**src/sv/ufes_ram.sv**
```systemverilog
module ufes_ram #(
  parameter int unsigned WIDTH = 8,
  parameter int unsigned DEPTH = 256
) (
  input  logic                     clk,
  input  logic                     we,
  input  logic [$clog2(DEPTH)-1:0] waddr,
  input  logic [WIDTH-1:0]         wdata,
  input  logic [$clog2(DEPTH)-1:0] raddr,
  output logic [WIDTH-1:0]         rdata
);

  logic [WIDTH-1:0] mem [DEPTH];
  logic [WIDTH-1:0] rdata_r;

  always_ff @(posedge clk) begin
    if (we) begin
      mem[waddr] <= wdata;
    end
    rdata_r <= mem[raddr];
  end

  assign rdata = rdata_r;

endmodule
```
**config.mk**
```make
export PLATFORM = sky130hd
export DESIGN_NAME = ufes_ram
export DESIGN_NICKNAME = d
export VERILOG_FILES = /design/src/sv/ufes_ram.sv
export SDC_FILE = /design/constraint.sdc
export NUM_CORES = 2
export LEC_CHECK = 0
export BUFFER_PORTS_ARGS = -buffer_cell sky130_fd_sc_hd__buf_2
export CORE_ASPECT_RATIO = 1.4
export CORE_MARGIN = 3
export CORE_UTILIZATION = 55
export CTS_CLUSTER_SIZE = 28
export DETAILED_ROUTE_END_ITERATION = 7
export MAX_ROUTING_LAYER = met4
export PLACE_DENSITY = 0.71
export SETUP_SLACK_MARGIN = 0.4
export SLEW_MARGIN = 20
export SYNTH_ARGS = -nofsm -noshare
export SYNTH_HDL_FRONTEND = slang
export SYNTH_SLANG_ARGS = --single-unit
```
**constraint.sdc**
```tcl
create_clock -name clk -period 3.2 [get_ports clk]
set_input_delay 0.48 -clock clk [delete_from_list [all_inputs] [get_ports clk]]
set_output_delay 0.48 -clock clk [all_outputs]
set_load 0.01 [all_outputs]
```
## After elaboration in Yosys (flattened, before gate mapping)

Memories as Yosys holds them, arrays and structs flattened. A register that Yosys moved wholly into a read port is not among the register bits.
Cells that the tools add are included.

| cells by class | value |
|---|---|
| muxes and demuxes | 2 |

Operators with widths:

| cell | count |
|---|---|
| $mux 1 | 2 |

| storage, ports and cells | value |
|---|---|
| output and inout port bits | 8 |
| memories kept | 1 |
| RAM bits | 2,048 |
| bits of input ports | 26 |
| register bits after elaboration | 0 |
| word-level logic and storage cells | 3 |

Memories:

| name | words | width | read ports | clocked after Yosys merged registers in | write ports | line | RTL |
|---|---|---|---|---|---|---|---|
| mem | 256 | 8 | 1 | 1 | 1 | 13 | `logic [WIDTH-1:0] mem [DEPTH];` |

## Depth between registers and ports, before layout

| depth | value |
|---|---|
| word-level depth | 2 |
| mapped depth | 11 |
| gate-level depth less buffers | 6 |

## Least setup slack after synthesis

No wires, ideal clock.

| timing | value |
|---|---|
| kind | input port to flip-flop |
| from | in raddr[0] |
| to | reg rdata_r[2], in the netlist rdata[2] (read register of mem) |
| data required time | 3.069 ns |
| path slack | 0.782 ns |
| path buffers | 4 |
| stages on the path | 9 |
| data arrival time | 2.287 ns |
| library setup time | 0.131 ns |
| path through | buf_6 -> buf_12 -> buf_8 -> buf_2 -> mux4_2 -> a22oi_1 -> a21oi_1 -> nor4_1 -> nor4_2 |

RTL lines:

| item | line | RTL |
|---|---|---|
| from (decl) | 9 | `input logic [$clog2(DEPTH)-1:0] raddr,` |
| to (decl) | 14 | `logic [WIDTH-1:0] rdata_r;` |

==> run_results.csv <==
group,metric,value,unit
power_and_ir_drop,power.leakage,29.0,nW
worst_hold_path,hp-class,"in -> reg",
worst_hold_path,min_delay_path_depth,1,
synth,async_reset_ff_frac,0,
clock_tree,post_cts_buffers,0,
placed_design,gp_congestion,0.895,
die,io-pin-count,34,
flow_run,drv_cap,0,
finish,fin_util,0.635,
synth,yosysTopAreaCell,"edfxtp_1",
clock_tree,clockBufferDepth,3,
worst_setup_path,cp-start-kind,"primary input",
timing,tightestPinTransition,958,ps
die,fp-row-count,164,
global_route,grt_pass1_wl,289,mm
drt,vias_per_cell,6.44,
timing,layout_min_cycle_time,2750,ps
die,core_area,143000,sq um
synth,synth-seq-cells,2056,
drt,antenna_left,0,
timing,max_clock_freq,0.363,GHz
global_route,grt_remaining_overflow,0,
timing,rsz0062_at_grt,"no",
clock_tree,insertion_delay,820,ps
power_and_ir_drop,p_per_area,583,nW/um^2
die,dieWidth,327,microns
worst_setup_path,required,3870,ps
drt,routed-via-count,40600,
synth,synthCells,3733,
timing,period_share,0.861,
synth,yosysUniqueCellTypes,55,
global_route,grt_max_degree,102,
drt,drt_wl_total,198,mm
synth,ys_warn_count,0,
worst_setup_path,cp-end-kind,"flip-flop",
clock_tree,clock_sinks,2056,
clock_tree,cts_buffers,177,
synth,ys_seq_area_frac,0.775,
worst_setup_path,path_class,"in -> reg",
clock_tree,cts_tree,"built",
finish,nNetsFinal,4266,
synth,syn_nets,3759,
global_route,grt_pass1_vias,41200,
clock_tree,clk_pin_slew,60,ps
timing,hold_violations,0,
clock_tree,htree_levels,4,
synth,avgSynthCellArea,21.3,sq um
synth,syn-cell-area,79600,sq um
worst_setup_path,worstRegToRegCells,7,
drt,drt_pass1_iterations,5,
timing,timing.slew.headroom,0.355,
synth,ys_top_cells_by_area,"edfxtp_1 (77%), mux4_2 (13%), mux2i_1 (1.7%)",
finish,n_fill_cell,9545,
timing,setup_viol,0,
die,initial_utilization,0.555,
finish,area_growth,14.3,%
synth,synth.top_cell.area_share,0.773,
drt,route.detailed.drc,0,
finish,drive_above_1_share,0.291,
placed_design,place_hpwl,129,mm
clock_tree,clock-root-buffer,"clkbuf_16",
drt,wire_per_inst,31.4,microns
die,die-height,456,microns
status,status,"finished, final reports clean",
placed_design,pre_cts_slack,-437,ps
timing,skew,33.0,ps
placed_design,portBuffers,33,
timing,slew_viol_final,0,
global_route,track_usage,0.277,
synth,synth_edf_count,2048,
global_route,antenna_found_initial,10,
power_and_ir_drop,ir_worst_vdd,0.606,mV
drt,drt_iter0_drc,5225,
synth,synth_flop_cell,"edfxtp_1",
clock_tree,cts_hold_buf,0,
timing,fin_ws,446,ps
die,die_area,149000,sq um
worst_setup_path,critPathMaxFanout,18,
worst_setup_path,cp_data_arrival_time,3420,ps
## worst max-delay path, stage by stage
cell     delay [ps]
buf_8           240
buf_12          270
buf_4           280
buf_4           180
mux4_2          520
a22oi_1         150
a21oi_1         150
nor4_1          820
buf_4           240
nor4_2           40
## stage by stage
stage,std cells,area [sq um],hold WS [ps],TNS [ps],power (mW)
final,6303,90900,257,0,53.0
after global routing,6300,90900,246,0,54.4
after CTS,6292,90900,218,0,53.3
after detailed placement,5970,85400,944,-1380,33.2
after global placement,5970,85400,946,-1400,33.2
after floorplan,3733,79600,579,0,31.7
## sequential cells by signal (all words and copies together), names as in the netlist
name,count
mem,2048
rdata,8
## layout make-up
class	count	area (sq um)	share of cell area
clock inverters	95	757	0.00833
flip-flops and latches	2056	61700	0.678
repair buffers	561	4890	0.0538
well taps	1909	2390	0.0263
multi-input cells	1442	16500	0.181
diodes	11	27.5	0.000303
clock buffers	227	4700	0.0517
inverters	2	7.51	0.0000826
## Yosys cell counts (all sizes together) (6+ instances only)
master and n:
clkbuf 111, nand4 10, dfxtp 8, a21oi 96
edfxtp 2048, mux4 456, o221ai 47, buf 122
nand3 34, nand2b 8, nor2b 31, nor2 282
o21ai 12, a221oi 14, nor3 22, and2 6
o22ai 28, o211ai 10, nand2 33, a211oi 16
a22oi 133, mux2i 134, a22o 8, nor4 27
## worst paths after layout
kind / from / to / slack, ps
worst max-delay path: raddr[0] / rdata[2]$_DFF_P_ / 450
worst min-delay path: wdata[3] / mem[224][3]$_DFFE_PP_ / 260
worst min register to register: mem[60][2]$_DFFE_PP_ / rdata[2]$_DFF_P_ / 1120
worst max register to register: mem[72][0]$_DFFE_PP_ / rdata[0]$_DFF_P_ / 510
## kinds of logic (layout without fill, tap and decap cells)
group | after synthesis | after routing | synth area share
simple gates | 466 | 466 | 0.0263
other cells | 0 | 11 | 0
buf+inv | 235 | 885 | 0.0183
compound gates | 385 | 385 | 0.0342
mux | 591 | 591 | 0.146
flops | 2056 | 2056 | 0.775
## layer usage
layer,vias up,part of all wire,global-route usage,wire length [microns]
li1,16700,-,-,-
met1,21300,0.36,0.355,70500
met3,458,0.091,0.0495,18000
met4,0,0.045,0.109,8930
met5,-,0,-,0
met2,2210,0.51,0.445,100000
## repair_timing
item | 4_1_cts | 5_1_grt
gates resized for setup | 1 | 0
setup endpoints to repair | 1 | 0
hold endpoints to repair | 0 | 0
## cell usage in the layout, fill, tap and decap left out, types with 4 or more instances in the layout
master,n
nand3_1,34
clkbuf_1,45
mux4_2,454
a221oi_1,13
dfxtp_1,8
o22a_1,5
a21oi_1,96
nor2b_1,28
nor3_1,21
nand2_1,33
o211ai_1,10
edfxtp_1,2048
buf_2,21
nor4_1,24
clkinv_1,37
nand2b_1,8
inv_6,9
a22oi_1,133
o32ai_1,4
buf_4,477
a22o_1,8
a211oi_1,16
and2_1,5
diode_2,11
o221ai_1,46
clkbuf_8,10
bufinv_16,8
o21ai_0,10
clkinvlp_4,7
o22ai_1,28
nand4_1,10
clkinv_8,5
mux2i_1,134
clkinv_2,28
nor2_1,279
or2_2,4
clkbuf_16,180
buf_12,53
## report_power, final
| part | leakage, nW | internal (mW) | switching, mW |
|---|---|---|---|
| logic | 7.90 | 1.09 | 1.82 |
| clock network | 2.65 | 11.1 | 9.35 |
| registers | 18.5 | 29.7 | 0.0460 |
Note: power is estimated with default switching activity, not from simulation.
